<file path="config.mk">
export PLATFORM = sky130hd
export DESIGN_NAME = adjacency_matrix_bfs_dfs_unit
export DESIGN_NICKNAME = d
export VERILOG_FILES = /design/src/design/amb_pkg.sv /design/src/design/adjacency_matrix_bfs_dfs_unit.sv /design/src/design/amb_adj_ram.sv /design/src/design/amb_pend_ram.sv /design/src/design/amb_ctrl.sv
export SDC_FILE = /design/constraint.sdc
export NUM_CORES = 1
export LEC_CHECK = 0
export BUFFER_PORTS_ARGS = -buffer_cell sky130_fd_sc_hd__buf_2
export CORE_MARGIN = 8
export CORE_UTILIZATION = 57
export DETAILED_ROUTE_END_ITERATION = 6
export PLACE_DENSITY = 0.76
export SLEW_MARGIN = 10
export SYNTH_ARGS = -nofsm -noshare
export SYNTH_HDL_FRONTEND = slang
export SYNTH_SLANG_ARGS = --single-unit
</file>
<file path="constraint.sdc">
create_clock -name i_clk -period 3.18 [get_ports i_clk]
set_clock_uncertainty 0.15 [all_clocks]
set_input_delay 0.318 -clock i_clk [delete_from_list [all_inputs] [get_ports i_clk]]
set_output_delay 0.318 -clock i_clk [all_outputs]
set_load 0.02 [all_outputs]
</file>
<file path="src/design/amb_pkg.sv">
// Shared types, constants and helpers for the adjacency matrix walker.
`default_nettype none
package amb_pkg;

    localparam int NODES  = 16;
    localparam int NODE_W = $clog2(NODES);
    localparam int PTR_W  = $clog2(NODES + 1);
    localparam int CNT_W  = 5;
    localparam int CFG_W  = 5;
    localparam int IDX_W  = 1;

    localparam logic [IDX_W-1:0] CFG_NODE_COUNT = 1'd0;
    localparam logic [IDX_W-1:0] CFG_UNDIRECTED = 1'd1;

    localparam logic [CNT_W-1:0] NODE_COUNT_RST = CNT_W'(NODES);

    typedef enum logic [1:0] {
        OP_ADD   = 2'd0,
        OP_BFS   = 2'd1,
        OP_DFS   = 2'd2,
        OP_CLEAR = 2'd3
    } t_op;

    typedef enum logic [3:0] {
        S_IDLE,
        S_ADD_RD,
        S_ADD_WR,
        S_BFS_POP,
        S_BFS_ADJ,
        S_BFS_NB,
        S_BFS_PUSH,
        S_DFS_NB,
        S_DFS_TOP,
        S_FLUSH,
        S_ERR
    } t_state;

    typedef struct packed {
        t_op              op;
        logic [3:0]       from_node;
        logic [3:0]       to_node;
    } t_in_item;

    typedef struct packed {
        logic [3:0]       node;
        logic             last;
        logic             error;
    } t_out_item;

    typedef struct packed {
        logic [CNT_W-1:0] node_count;
        logic             undirected;
    } t_cfg;

    typedef struct packed {
        logic              rd_en;
        logic [NODE_W-1:0] rd_addr;
        logic              wr_en;
        logic [NODE_W-1:0] wr_addr;
        logic [NODES-1:0]  wr_data;
        logic              clr;
    } t_adj_req;

    typedef struct packed {
        logic              rd_en;
        logic [NODE_W-1:0] rd_addr;
        logic              wr_en;
        logic [NODE_W-1:0] wr_addr;
        logic [NODE_W-1:0] wr_data;
    } t_pend_req;

    typedef struct packed {
        logic      valid;
        t_out_item data;
    } t_emit;

    function automatic logic [NODE_W-1:0] lowest_idx(input logic [NODES-1:0] m);
        logic [NODE_W-1:0] r;
        r = '0;
        for (int j = NODES - 1; j >= 0; j--) begin
            if (m[j]) begin
                r = NODE_W'(j);
            end
        end
        return r;
    endfunction

    function automatic logic [NODES-1:0] node_bit(input logic [NODE_W-1:0] n);
        return {{(NODES-1){1'b0}}, 1'b1} << n;
    endfunction

    function automatic logic [NODES-1:0] live_mask(input logic [CNT_W-1:0] cnt);
        logic [NODES-1:0] m;
        for (int j = 0; j < NODES; j++) begin
            m[j] = (CNT_W'(j) < cnt);
        end
        return m;
    endfunction

endpackage
`default_nettype wire

</file>
<file path="src/design/adjacency_matrix_bfs_dfs_unit.sv">
// Top level: adjacency matrix graph walker, breadth-first and depth-first.
//
//   port group   dir  handshake               payload
//   i_in_*       in   i_in_valid/o_in_ready   amb_pkg::t_in_item
//   o_out_*      out  o_out_valid/i_out_ready amb_pkg::t_out_item
//   i_cfg_*      in   i_cfg_we, no wait       i_cfg_idx, i_cfg_data
//
// Add edge: row read, modify, write, done once more for the reverse side when
// undirected. Clear: all row valid bits drop together. Walk: each visited node
// is paced by registered reads of the pending store and the matrix, for both
// depth-first and breadth-first. Reset is synchronous and clears the matrix at
// once. A stalled output beat holds the walk at its next emit.
`default_nettype none
module adjacency_matrix_bfs_dfs_unit (
    input  wire logic                         i_clk,
    input  wire logic                         i_rst_n,
    input  wire logic                         i_in_valid,
    output logic                              o_in_ready,
    input  wire amb_pkg::t_in_item            i_in_data,
    output logic                              o_out_valid,
    input  wire logic                         i_out_ready,
    output amb_pkg::t_out_item                o_out_data,
    input  wire logic                         i_cfg_we,
    input  wire logic [amb_pkg::IDX_W-1:0]    i_cfg_idx,
    input  wire logic [amb_pkg::CFG_W-1:0]    i_cfg_data
);

    amb_pkg::t_cfg                r_cfg;
    amb_pkg::t_emit               emit;
    amb_pkg::t_adj_req            adj_req;
    amb_pkg::t_pend_req           pend_req;
    logic [amb_pkg::NODES-1:0]    adj_rd_data;
    logic [amb_pkg::NODE_W-1:0]   pend_rd_data;
    logic                         out_free;
    logic                         r_out_valid;
    amb_pkg::t_out_item           r_out_data;

    always_ff @(posedge i_clk) begin
        if (!i_rst_n) begin
            r_cfg.node_count <= amb_pkg::NODE_COUNT_RST;
            r_cfg.undirected <= 1'b0;
        end else if (i_cfg_we) begin
            case (i_cfg_idx)
                amb_pkg::CFG_NODE_COUNT: r_cfg.node_count <= i_cfg_data[amb_pkg::CNT_W-1:0];
                amb_pkg::CFG_UNDIRECTED: r_cfg.undirected <= i_cfg_data[0];
                default: ;
            endcase
        end
    end

    assign out_free = !r_out_valid || i_out_ready;

    always_ff @(posedge i_clk) begin
        if (!i_rst_n) begin
            r_out_valid <= 1'b0;
        end else if (emit.valid) begin
            r_out_valid <= 1'b1;
        end else if (i_out_ready) begin
            r_out_valid <= 1'b0;
        end
    end

    always_ff @(posedge i_clk) begin
        if (emit.valid) begin
            r_out_data <= emit.data;
        end
    end

    assign o_out_valid = r_out_valid;
    assign o_out_data  = r_out_data;

    amb_ctrl u_ctrl (
        .i_clk          (i_clk),
        .i_rst_n        (i_rst_n),
        .i_cfg          (r_cfg),
        .i_in_valid     (i_in_valid),
        .i_in_data      (i_in_data),
        .o_in_ready     (o_in_ready),
        .i_out_free     (out_free),
        .o_emit         (emit),
        .o_adj_req      (adj_req),
        .i_adj_rd_data  (adj_rd_data),
        .o_pend_req     (pend_req),
        .i_pend_rd_data (pend_rd_data)
    );

    amb_adj_ram u_adj_ram (
        .i_clk     (i_clk),
        .i_rst_n   (i_rst_n),
        .i_req     (adj_req),
        .o_rd_data (adj_rd_data)
    );

    amb_pend_ram u_pend_ram (
        .i_clk     (i_clk),
        .i_req     (pend_req),
        .o_rd_data (pend_rd_data)
    );

endmodule
`default_nettype wire

</file>
<file path="src/design/amb_adj_ram.sv">
// Adjacency row memory with per-row valid bits; invalid rows read as zero.
`default_nettype none
module amb_adj_ram (
    input  wire logic                       i_clk,
    input  wire logic                       i_rst_n,
    input  wire amb_pkg::t_adj_req          i_req,
    output logic [amb_pkg::NODES-1:0]       o_rd_data
);

    logic [amb_pkg::NODES-1:0] r_mem [amb_pkg::NODES];
    logic [amb_pkg::NODES-1:0] r_row_vld;
    logic [amb_pkg::NODES-1:0] r_rd_data;
    logic                      r_rd_vld;

    always_ff @(posedge i_clk) begin
        if (i_req.wr_en) begin
            r_mem[i_req.wr_addr] <= i_req.wr_data;
        end
        if (i_req.rd_en) begin
            r_rd_data <= r_mem[i_req.rd_addr];
        end
    end

    always_ff @(posedge i_clk) begin
        if (!i_rst_n || i_req.clr) begin
            r_row_vld <= '0;
            r_rd_vld  <= 1'b0;
        end else begin
            if (i_req.wr_en) begin
                r_row_vld[i_req.wr_addr] <= 1'b1;
            end
            if (i_req.rd_en) begin
                r_rd_vld <= r_row_vld[i_req.rd_addr];
            end
        end
    end

    assign o_rd_data = r_rd_vld ? r_rd_data : '0;

endmodule
`default_nettype wire

</file>
<file path="src/design/amb_pend_ram.sv">
// Pending node store: queue for breadth-first, stack for depth-first.
`default_nettype none
module amb_pend_ram (
    input  wire logic                       i_clk,
    input  wire amb_pkg::t_pend_req         i_req,
    output logic [amb_pkg::NODE_W-1:0]      o_rd_data
);

    logic [amb_pkg::NODE_W-1:0] r_mem [amb_pkg::NODES];
    logic [amb_pkg::NODE_W-1:0] r_rd_data;

    always_ff @(posedge i_clk) begin
        if (i_req.wr_en) begin
            r_mem[i_req.wr_addr] <= i_req.wr_data;
        end
        if (i_req.rd_en) begin
            r_rd_data <= r_mem[i_req.rd_addr];
        end
    end

    assign o_rd_data = r_rd_data;

endmodule
`default_nettype wire

</file>
<file path="src/design/amb_ctrl.sv">
// Sequencer for edge updates, matrix clear and both walk orders.
`default_nettype none
module amb_ctrl (
    input  wire logic                       i_clk,
    input  wire logic                       i_rst_n,
    input  wire amb_pkg::t_cfg              i_cfg,
    input  wire logic                       i_in_valid,
    input  wire amb_pkg::t_in_item          i_in_data,
    output logic                            o_in_ready,
    input  wire logic                       i_out_free,
    output amb_pkg::t_emit                  o_emit,
    output amb_pkg::t_adj_req               o_adj_req,
    input  wire logic [amb_pkg::NODES-1:0]  i_adj_rd_data,
    output amb_pkg::t_pend_req              o_pend_req,
    input  wire logic [amb_pkg::NODE_W-1:0] i_pend_rd_data
);

    amb_pkg::t_state               r_state, n_state;
    logic [amb_pkg::PTR_W-1:0]     r_head, n_head;
    logic [amb_pkg::PTR_W-1:0]     r_tail, n_tail;
    logic [amb_pkg::NODES-1:0]     r_visited, n_visited;
    logic [amb_pkg::NODES-1:0]     r_nb, n_nb;
    logic [amb_pkg::NODE_W-1:0]    r_hold, n_hold;
    logic                          r_hold_vld, n_hold_vld;
    logic [amb_pkg::NODE_W-1:0]    r_a, n_a;
    logic [amb_pkg::NODE_W-1:0]    r_b, n_b;
    logic                          r_second, n_second;

    logic [amb_pkg::NODES-1:0]     mask;
    logic [amb_pkg::NODES-1:0]     nb;
    logic [amb_pkg::NODE_W-1:0]    low;
    logic [amb_pkg::NODE_W-1:0]    push_low;
    logic [amb_pkg::PTR_W-1:0]     tail_m2;
    logic                          from_ok;
    logic                          to_ok;
    logic                          can_emit;

    assign mask     = amb_pkg::live_mask(i_cfg.node_count);
    assign nb       = i_adj_rd_data & mask & ~r_visited;
    assign low      = amb_pkg::lowest_idx(nb);
    assign push_low = amb_pkg::lowest_idx(r_nb);
    assign tail_m2  = r_tail - amb_pkg::PTR_W'(2);
    assign from_ok  = ({1'b0, i_in_data.from_node} < i_cfg.node_count);
    assign to_ok    = ({1'b0, i_in_data.to_node} < i_cfg.node_count);
    assign can_emit = !r_hold_vld || i_out_free;

    always_ff @(posedge i_clk) begin
        if (!i_rst_n) begin
            r_state    <= amb_pkg::S_IDLE;
            r_head     <= '0;
            r_tail     <= '0;
            r_visited  <= '0;
            r_hold_vld <= 1'b0;
            r_second   <= 1'b0;
        end else begin
            r_state    <= n_state;
            r_head     <= n_head;
            r_tail     <= n_tail;
            r_visited  <= n_visited;
            r_hold_vld <= n_hold_vld;
            r_second   <= n_second;
        end
    end

    always_ff @(posedge i_clk) begin
        r_nb   <= n_nb;
        r_hold <= n_hold;
        r_a    <= n_a;
        r_b    <= n_b;
    end

    always_comb begin
        n_state    = r_state;
        n_head     = r_head;
        n_tail     = r_tail;
        n_visited  = r_visited;
        n_nb       = r_nb;
        n_hold     = r_hold;
        n_hold_vld = r_hold_vld;
        n_a        = r_a;
        n_b        = r_b;
        n_second   = r_second;
        o_in_ready = 1'b0;
        o_emit     = '0;
        o_adj_req  = '0;
        o_pend_req = '0;

        case (r_state)
            amb_pkg::S_IDLE: begin
                o_in_ready = 1'b1;
                if (i_in_valid) begin
                    case (i_in_data.op)
                        amb_pkg::OP_CLEAR: begin
                            o_adj_req.clr = 1'b1;
                        end
                        amb_pkg::OP_ADD: begin
                            if (from_ok && to_ok) begin
                                n_a      = i_in_data.from_node;
                                n_b      = i_in_data.to_node;
                                n_second = 1'b0;
                                n_state  = amb_pkg::S_ADD_RD;
                            end
                        end
                        amb_pkg::OP_BFS, amb_pkg::OP_DFS: begin
                            if (!from_ok) begin
                                n_state = amb_pkg::S_ERR;
                            end else begin
                                n_visited          = amb_pkg::node_bit(i_in_data.from_node);
                                n_head             = '0;
                                n_tail             = amb_pkg::PTR_W'(1);
                                n_hold             = i_in_data.from_node;
                                o_pend_req.wr_en   = 1'b1;
                                o_pend_req.wr_addr = '0;
                                o_pend_req.wr_data = i_in_data.from_node;
                                if (i_in_data.op == amb_pkg::OP_DFS) begin
                                    n_hold_vld        = 1'b1;
                                    o_adj_req.rd_en   = 1'b1;
                                    o_adj_req.rd_addr = i_in_data.from_node;
                                    n_state           = amb_pkg::S_DFS_NB;
                                end else begin
                                    n_hold_vld = 1'b0;
                                    n_state    = amb_pkg::S_BFS_POP;
                                end
                            end
                        end
                        default: ;
                    endcase
                end
            end
            amb_pkg::S_ADD_RD: begin
                o_adj_req.rd_en   = 1'b1;
                o_adj_req.rd_addr = r_a;
                n_state           = amb_pkg::S_ADD_WR;
            end
            amb_pkg::S_ADD_WR: begin
                o_adj_req.wr_en   = 1'b1;
                o_adj_req.wr_addr = r_a;
                o_adj_req.wr_data = i_adj_rd_data | amb_pkg::node_bit(r_b);
                if (i_cfg.undirected && !r_second) begin
                    n_a      = r_b;
                    n_b      = r_a;
                    n_second = 1'b1;
                    n_state  = amb_pkg::S_ADD_RD;
                end else begin
                    n_state = amb_pkg::S_IDLE;
                end
            end
            amb_pkg::S_BFS_POP: begin
                if (r_head == r_tail) begin
                    n_state = amb_pkg::S_FLUSH;
                end else begin
                    o_pend_req.rd_en   = 1'b1;
                    o_pend_req.rd_addr = r_head[amb_pkg::NODE_W-1:0];
                    n_head             = r_head + amb_pkg::PTR_W'(1);
                    n_state            = amb_pkg::S_BFS_ADJ;
                end
            end
            amb_pkg::S_BFS_ADJ: begin
                o_adj_req.rd_en   = 1'b1;
                o_adj_req.rd_addr = i_pend_rd_data;
                n_state           = amb_pkg::S_BFS_NB;
            end
            amb_pkg::S_BFS_NB: begin
                if (can_emit) begin
                    o_emit.valid     = r_hold_vld;
                    o_emit.data.node = r_hold;
                    n_hold           = i_pend_rd_data;
                    n_hold_vld       = 1'b1;
                    n_nb             = nb;
                    n_visited        = r_visited | nb;
                    n_state          = amb_pkg::S_BFS_PUSH;
                end
            end
            amb_pkg::S_BFS_PUSH: begin
                if (r_nb == '0) begin
                    n_state = amb_pkg::S_BFS_POP;
                end else begin
                    n_nb = r_nb & (r_nb - amb_pkg::NODES'(1));
                    if (r_tail < amb_pkg::PTR_W'(amb_pkg::NODES)) begin
                        o_pend_req.wr_en   = 1'b1;
                        o_pend_req.wr_addr = r_tail[amb_pkg::NODE_W-1:0];
                        o_pend_req.wr_data = push_low;
                        n_tail             = r_tail + amb_pkg::PTR_W'(1);
                    end
                end
            end
            amb_pkg::S_DFS_NB: begin
                if (nb == '0) begin
                    n_tail = r_tail - amb_pkg::PTR_W'(1);
                    if (r_tail == amb_pkg::PTR_W'(1)) begin
                        n_state = amb_pkg::S_FLUSH;
                    end else begin
                        o_pend_req.rd_en   = 1'b1;
                        o_pend_req.rd_addr = tail_m2[amb_pkg::NODE_W-1:0];
                        n_state            = amb_pkg::S_DFS_TOP;
                    end
                end else if (can_emit) begin
                    o_emit.valid      = r_hold_vld;
                    o_emit.data.node  = r_hold;
                    n_hold            = low;
                    n_hold_vld        = 1'b1;
                    n_visited         = r_visited | amb_pkg::node_bit(low);
                    o_adj_req.rd_en   = 1'b1;
                    o_adj_req.rd_addr = low;
                    if (r_tail < amb_pkg::PTR_W'(amb_pkg::NODES)) begin
                        o_pend_req.wr_en   = 1'b1;
                        o_pend_req.wr_addr = r_tail[amb_pkg::NODE_W-1:0];
                        o_pend_req.wr_data = low;
                        n_tail             = r_tail + amb_pkg::PTR_W'(1);
                    end
                end
            end
            amb_pkg::S_DFS_TOP: begin
                o_adj_req.rd_en   = 1'b1;
                o_adj_req.rd_addr = i_pend_rd_data;
                n_state           = amb_pkg::S_DFS_NB;
            end
            amb_pkg::S_FLUSH: begin
                if (i_out_free) begin
                    o_emit.valid     = 1'b1;
                    o_emit.data.node = r_hold;
                    o_emit.data.last = 1'b1;
                    n_hold_vld       = 1'b0;
                    n_state          = amb_pkg::S_IDLE;
                end
            end
            amb_pkg::S_ERR: begin
                if (i_out_free) begin
                    o_emit.valid      = 1'b1;
                    o_emit.data.last  = 1'b1;
                    o_emit.data.error = 1'b1;
                    n_state           = amb_pkg::S_IDLE;
                end
            end
            default: begin
                n_state = amb_pkg::S_IDLE;
            end
        endcase
    end

    a_emit_slot_free: assert property (@(posedge i_clk) disable iff (!i_rst_n)
        o_emit.valid |-> i_out_free)
        else $error("beat emitted into a full output register");

    a_tail_bound: assert property (@(posedge i_clk) disable iff (!i_rst_n)
        r_tail <= amb_pkg::PTR_W'(amb_pkg::NODES))
        else $error("pending store overrun");

    a_queue_order: assert property (@(posedge i_clk) disable iff (!i_rst_n)
        (r_state == amb_pkg::S_BFS_POP) |-> (r_head <= r_tail))
        else $error("queue head passed tail");

    a_flush_holds: assert property (@(posedge i_clk) disable iff (!i_rst_n)
        (r_state == amb_pkg::S_FLUSH) |-> r_hold_vld)
        else $error("walk ended with no node held");

    a_single_write: assert property (@(posedge i_clk) disable iff (!i_rst_n)
        o_adj_req.wr_en |=> (r_state == amb_pkg::S_ADD_RD) || (r_state == amb_pkg::S_IDLE))
        else $error("matrix write outside edge update");

endmodule
`default_nettype wire

</file>
### After elaboration in Yosys (flattened, before gate mapping)

Memories as Yosys holds them, arrays and structs flattened. A register that Yosys moved wholly into a read port is not among the register bits.
Index checks and enable logic that the tools add are counted.

* flip-flop bits (word level): 90
* bits in writable memories: 320
* output and inout bits: 8
* word-level logic and storage cells: 267
* memories: 2

* add/sub/neg operators: 5
* magnitude comparators: 22
* equality and inequality tests: 33
* shifts and indexed selects: 3
* muxes and demuxes: 142
* bitwise gates (word level): 9
* reduce and logical (&&, ||, !) cells: 33

Memories
* u_adj_ram.r_mem: depth 16, width 16, read ports 1, clocked after Yosys merged registers in 1, wr ports 1, line amb_adj_ram.sv:10 `logic [amb_pkg::NODES-1:0] r_mem [amb_pkg::NODES];`
* u_pend_ram.r_mem: depth 16, width 4, read ports 1, clocked after Yosys merged registers in 1, wr ports 1, line amb_pend_ram.sv:9 `logic [amb_pkg::NODE_W-1:0] r_mem [amb_pkg::NODES];`

Operators by type and width (number)
* 4-bit two-way mux: 54
* 16-bit two-way mux: 9
* 5-bit two-way mux: 22
* 9-bit two-way mux: 8
* 16-bit OR: 4
* 16-bit AND: 3
* 16-bit one-hot mux with 3 select lines: 1
* 1-bit by 4-bit left shift with 16-bit output, first input constant: 3
* 4-bit by 5-bit < comparator with 1-bit output, first input constant: 8
* 4-bit one-hot mux with 10 select lines: 1
* 16-bit zero test: 2
* 16-bit one-hot mux with 2 select lines: 1
* 9-bit one-hot mux with 3 select lines: 1
* 1-bit two-way mux: 26
* 4-bit one-hot mux with 2 select lines: 3
* 4-bit one-hot mux with 3 select lines: 2
* 21-bit two-way mux: 1
* 3-bit by 5-bit < comparator with 1-bit output, first input constant: 4
* 5-bit one-hot mux with 2 select lines: 2
* 5-bit one-hot mux with 4 select lines: 1
* 2-bit by 1-bit inequality test with 1-bit output, second input constant: 9
* 4-bit by 3-bit == test with 1-bit output, second input constant: 4
* 16-bit NOT: 1
* 16-bit by 1-bit subtractor with 16-bit output, second input constant: 1
* 43 further kinds: 76

### Depth between registers and ports, before layout

* depth after elaboration: 25
* gate-level depth with buffers: 17

### Modules after synthesis

A second synthesis with hierarchy kept.

* cells, all modules: 1337
* area total of the unflattened synthesis: 19478.7 um^2

Modules (own cells, without submodules)
* amb_adj_ram: times used 1, cells each 464, area each 10930.5 um^2, seq. area each 8508.2 um^2
* amb_ctrl: times used 1, cells each 706, area each 5367.6 um^2, seq. area each 1481.4 um^2
* amb_pend_ram: times used 1, cells each 130, area each 2706.3 um^2, seq. area each 2042.0 um^2
* adjacency_matrix_bfs_dfs_unit: times used 1, cells each 37, area each 474.2 um^2, seq. area each 320.3 um^2

### Least setup slack after synthesis

Ideal clock, no wire load.

* kind: flip-flop to flip-flop
* start point: register r_cfg[5] (netlist name)
* end point: register u_pend_ram.r_rd_data (netlist bit u_pend_ram.o_rd_data[0]) (read register of u_pend_ram.r_mem), data pin
* arrival time: 2981 ps
* slack: -210 ps
* stages on the path, launching flop included: 13
* cells stage by stage: dfxtp_1 -> buf_6 -> nor3_2 -> a211o_2 -> and4_4 -> nand4_4 -> or3_1 -> buf_6 -> o21ai_4 -> buf_12 -> mux4_1 -> a22oi_1 -> nand2_1

* word-level cells in the longest chain between the ends: 6
* elaborated cells on any way between the ends: 21
* those cells by class: order compare: 16; mux: 2; bitwise: 2; reduce/logical: 1

RTL lines
* start, declared: line adjacency_matrix_bfs_dfs_unit.sv:28 `amb_pkg::t_cfg r_cfg;`
* 1-bit by 5-bit < comparator with 1-bit output (tied with other cells): line amb_pkg.sv:95 `m[j] = (CNT_W'(j) < cnt);`
* 16-bit AND (*) (2 in series): line amb_ctrl.sv:39 `assign nb = i_adj_rd_data & mask & ~r_visited;`
* 16-bit zero test (*): line amb_ctrl.sv:188 `if (nb == '0) begin`
* 5-bit two-way mux (*): line amb_ctrl.sv:188
* 5-bit one-hot mux with 2 select lines (*): line amb_ctrl.sv:88 `case (r_state)`
* end, declared: line amb_pend_ram.sv:10 `logic [amb_pkg::NODE_W-1:0] r_rd_data;`

Every way passes the cells marked *; elsewhere a longest branch is shown, timed or not.
A chain may end at the register's enable or synchronous reset.

### Final worst setup path

* start point: register r_cfg[5] (netlist name)
* end point: register u_adj_ram.r_rd_vld

* word-level cells in the longest chain between the ends: 24
* elaborated cells on any way between the ends: 44
* those cells by class: order compare: 17; mux: 24; bitwise: 2; reduce/logical: 1

RTL lines
* 4-bit by 5-bit < comparator with 1-bit output: line amb_pkg.sv:95
* 16-bit AND (2 in series): line amb_ctrl.sv:39
* 4-bit two-way mux (16 in series): line amb_pkg.sv:81 `if (m[j]) begin`
* 5-bit two-way mux: line amb_ctrl.sv:197 `end else if (can_emit) begin`
* 5-bit two-way mux: line amb_ctrl.sv:188
* 5-bit one-hot mux with 4 select lines (*): line amb_ctrl.sv:88
* 1-bit binary-select mux with 4-bit select: line amb_adj_ram.sv:33 `r_rd_vld <= r_row_vld[i_req.rd_addr];`
* 1-bit two-way mux (implied by the code): line amb_adj_ram.sv:33
* end signal, assigned: line amb_adj_ram.sv:33
* end, declared: line amb_adj_ram.sv:13 `logic r_rd_vld;`

Every way passes the cells marked *; elsewhere a longest branch is shown, timed or not. The select of a mux whose other input is x is not followed.

==> results.sh <==
export IMPL_synth_nets=1649
export IMPL_num_rows=68
export IMPL_finalSetupTns_ns=-8.46
export IMPL_nets=1953
export IMPL_antenna_found_initial=0
export IMPL_final_layout_size_suffix_gt1_frac=0.285
export IMPL_synth_distinct_cells=91
export IMPL_grt_pass1_vias=14800
export IMPL_vdd_drop_max_mv=0.566
export IMPL_fmax_mhz=285
export IMPL_tritoncts="done"
export IMPL_postLayoutCoreUtil=0.729
export IMPL_worstSetupEndpointType="flip-flop"
export IMPL_dp_hpwl_um=36400
export IMPL_io_pins=29
export IMPL_grt_pass1_wl_um=84200
export IMPL_setup_viol=77
export IMPL_synthesis_area_um2=19600
export IMPL_rsz0062_at_grt="true"
export IMPL_routabilityCongestion=0.974
export IMPL_fp_coreArea_um2=34200
export IMPL_post_route_period_util=1.10
export IMPL_fillers=2204
export IMPL_synth_main_ff_cell="edfxtp_1"
export IMPL_start_util=0.572
export IMPL_viasPerCell=6.39
export IMPL_num_vias=15400
export IMPL_synth_edff_count=374
export IMPL_mostFrequentLayoutCell="edfxtp_1"
export IMPL_fin_ws_ns=-0.324
export IMPL_cts_path_max_buffers=3
export IMPL_grt_max_degree=40
export IMPL_fin_cells=2404
export IMPL_critPathMaxFanout=7
export IMPL_fp_dieW_um=201
export IMPL_placement_cell_area_um2=22300
export IMPL_post_place_ws_ns=-0.568
export IMPL_clk_pin_slew_worst_paths_ns=0.07
export IMPL_cts_sinks=430
export IMPL_synth_cells=1611
export IMPL_critPathKind="flip-flop to flip-flop"
export IMPL_dp_cells=2277
export IMPL_final_cell_mix="edfxtp_1 (374), buf_4 (258), nand2_1 (214), a21oi_1 (118), nor2_1 (114)"
export IMPL_routed_wl_um=57800
export IMPL_cp_data_required_time_ns=3.46
export IMPL_avgSynthCellArea_um2=12.2
export IMPL_worstPathArrival_ns=3.79
export IMPL_n_antenna_cell=0
export IMPL_overflow=0
export IMPL_dieArea_um2=40500
export IMPL_outcome="finished, violations left"
export IMPL_drv_slew=0
export IMPL_cts_max_level=2
export IMPL_drt_pass1_iter_count=6
export IMPL_clk_latency_ns=0.59
export IMPL_max_cap_violations=0
export IMPL_first_iter_violations=1964
export IMPL_synth_yosys_seq_area_share=0.631
export IMPL_violations="setup timing"
export IMPL_cts_root_buf="clkbuf_16"
export IMPL_final_area_um2=24900
export IMPL_hold_class="input port to flip-flop"
export IMPL_wl_per_cell_um=24.0
export IMPL_yosys_warnings=0
export IMPL_cellLeakagePower_uw=0.00879
export IMPL_slew_limit_headroom=0.471
export IMPL_ant_nets=0
export IMPL_syn_to_final_growth_pct=27.3
export IMPL_drc=0
export IMPL_worstMarginPinSlew_ns=0.773
export IMPL_crit_path_start_kind="flip-flop"
export IMPL_die_h_um=201
export IMPL_hold_violations=0
export IMPL_cts_inserted_buffers=44
export IMPL_power_per_cell_area_nw_per_um2=786
export IMPL_ys_ff_latch=430
export IMPL_grt_util_all_layers=0.265
export IMPL_numPortBuffers=28
export IMPL_layout_min_cycle_time_ns=3.50
export IMPL_async_reset_ff_frac=0
[where the power goes]
group	leakage [uW]	switching [uW]	internal, uW
clock	0.000696	2180	2990
sequential	0.00375	341	6700
combinational	0.00434	4090	3280
[Yosys cell counts, drive strengths merged, types with 4 or more instances]
library cell  count  area [um^2]
nor2            142          541
a31oi             6         37.5
dfxtp            56         1120
inv              30          113
xnor2             5         43.8
or3              10         62.6
nand3            45          225
clkbuf           52          195
nand2b           15         93.8
and2             10         62.6
a311oi            4         41.3
a211o             6         53.8
nor2b            13         81.3
ha               17          213
nand2           228          856
edfxtp          374        11200
a2111oi           9         85.1
nand3b            4         30.0
mux2i            55          551
mux4             16          394
o211ai           18          135
o21a              6         45.0
o31ai            10         88.8
xor2              7         61.3
nor3             29          150
and3              6         37.5
a21oi           125          626
o221ai           23          201
buf              41          274
a211oi           16          135
or2               5         31.3
a22o             34          298
o32ai             4         35.0
o311ai            7         61.3
o21ai            53          284
nand4             5         46.3
a32oi            22          193
nor4             15          100
a22oi            34          255
a221oi            4         35.0
o211a             5         50.1
[flip-flops by register name (all words and copies together), names as in the netlist]
name                  count
o_out_data                6
o_out_valid               1
r_cfg                     6
u_adj_ram.r_mem         256
u_adj_ram.r_rd_data      16
u_adj_ram.r_rd_vld        1
u_adj_ram.r_row_vld      16
u_ctrl.r_a                4
u_ctrl.r_b                4
u_ctrl.r_head             5
u_ctrl.r_hold             4
u_ctrl.r_hold_vld         1
u_ctrl.r_nb              16
u_ctrl.r_second           1
u_ctrl.r_state            4
u_ctrl.r_tail             5
u_ctrl.r_visited         16
u_pend_ram.o_rd_data      4
u_pend_ram.r_mem         64
[what timing repair did]
| action | CTS | global route |
|---|---|---|
| cloned | 0 | 7 |
| hold buffers | 15 | 0 |
| endpoints found under the hold margin | 18 | 0 |
| resized for setup | 65 | 93 |
| endpoints found under the setup margin | 108 | 108 |
| buffers inserted | 7 | 22 |
| pin swaps | 11 | 41 |
[per-stage QoR]
step	hold WS (ns)	power, uW
after detailed placement	0.315	13300
after floorplan	0.281	10600
final	0.0608	19600
after global routing	0.0794	20300
after CTS	0.0427	18700
after global placement	0.289	13200
[per-layer routing]
layer,global-route usage,wire (um),share of wire
met5,0,0,0
met4,0.130,2840,0.049
met3,0.0465,5940,0.10
met2,0.422,27100,0.47
met1,0.348,21900,0.38
[logic make-up after synthesis]
group | synth area share
and+or+nand+nor | 0.124
DFF | 0.631
AOI/OAI and AO/OA | 0.150
buffers and inverters | 0.0301
muxes | 0.0482
adders and majority gates | 0.0109
xor gates and xnor gates | 0.00537
[final timing paths]
check / startpoint / endpoint / slack (ns) / depth (start not counted)
hold / removal: i_out_ready / u_ctrl.r_state[3] / 0.06 / 4
setup reg to reg: r_cfg[5] / u_adj_ram.r_rd_vld / -0.32 / 17
hold reg to reg: u_ctrl.r_second / u_ctrl.r_second / 0.33 / 2
setup / recovery: r_cfg[5] / u_adj_ram.r_rd_vld / -0.32 / 17
[critical path, cell delays in order (launching register included)]
cell and delay (ns):
dfxtp_2 0.35, buf_6 0.14, nor2_4 0.06, buf_12 0.12, a2111o_1 0.44, buf_4 0.16, nand2_1 0.06, o41ai_1 0.07
buf_4 0.15, and2_1 0.16, buf_4 0.15, a211oi_4 0.32, buf_4 0.18, buf_12 0.10, mux2i_1 0.23, mux2i_1 0.12
a32oi_1 0.19, o211ai_1 0.17
[cell type report]
class	instances	area, um^2	share of cell area
clock inverters	22	246	0.00989
multi-input cells	1056	7320	0.294
inverters	32	120	0.00482
clock buffers	58	1190	0.0479
well taps	455	569	0.0228
repair buffers	351	3110	0.125
flip-flops and latches	430	12400	0.496
No activity file was read; power rests on OpenSTA's default activity.
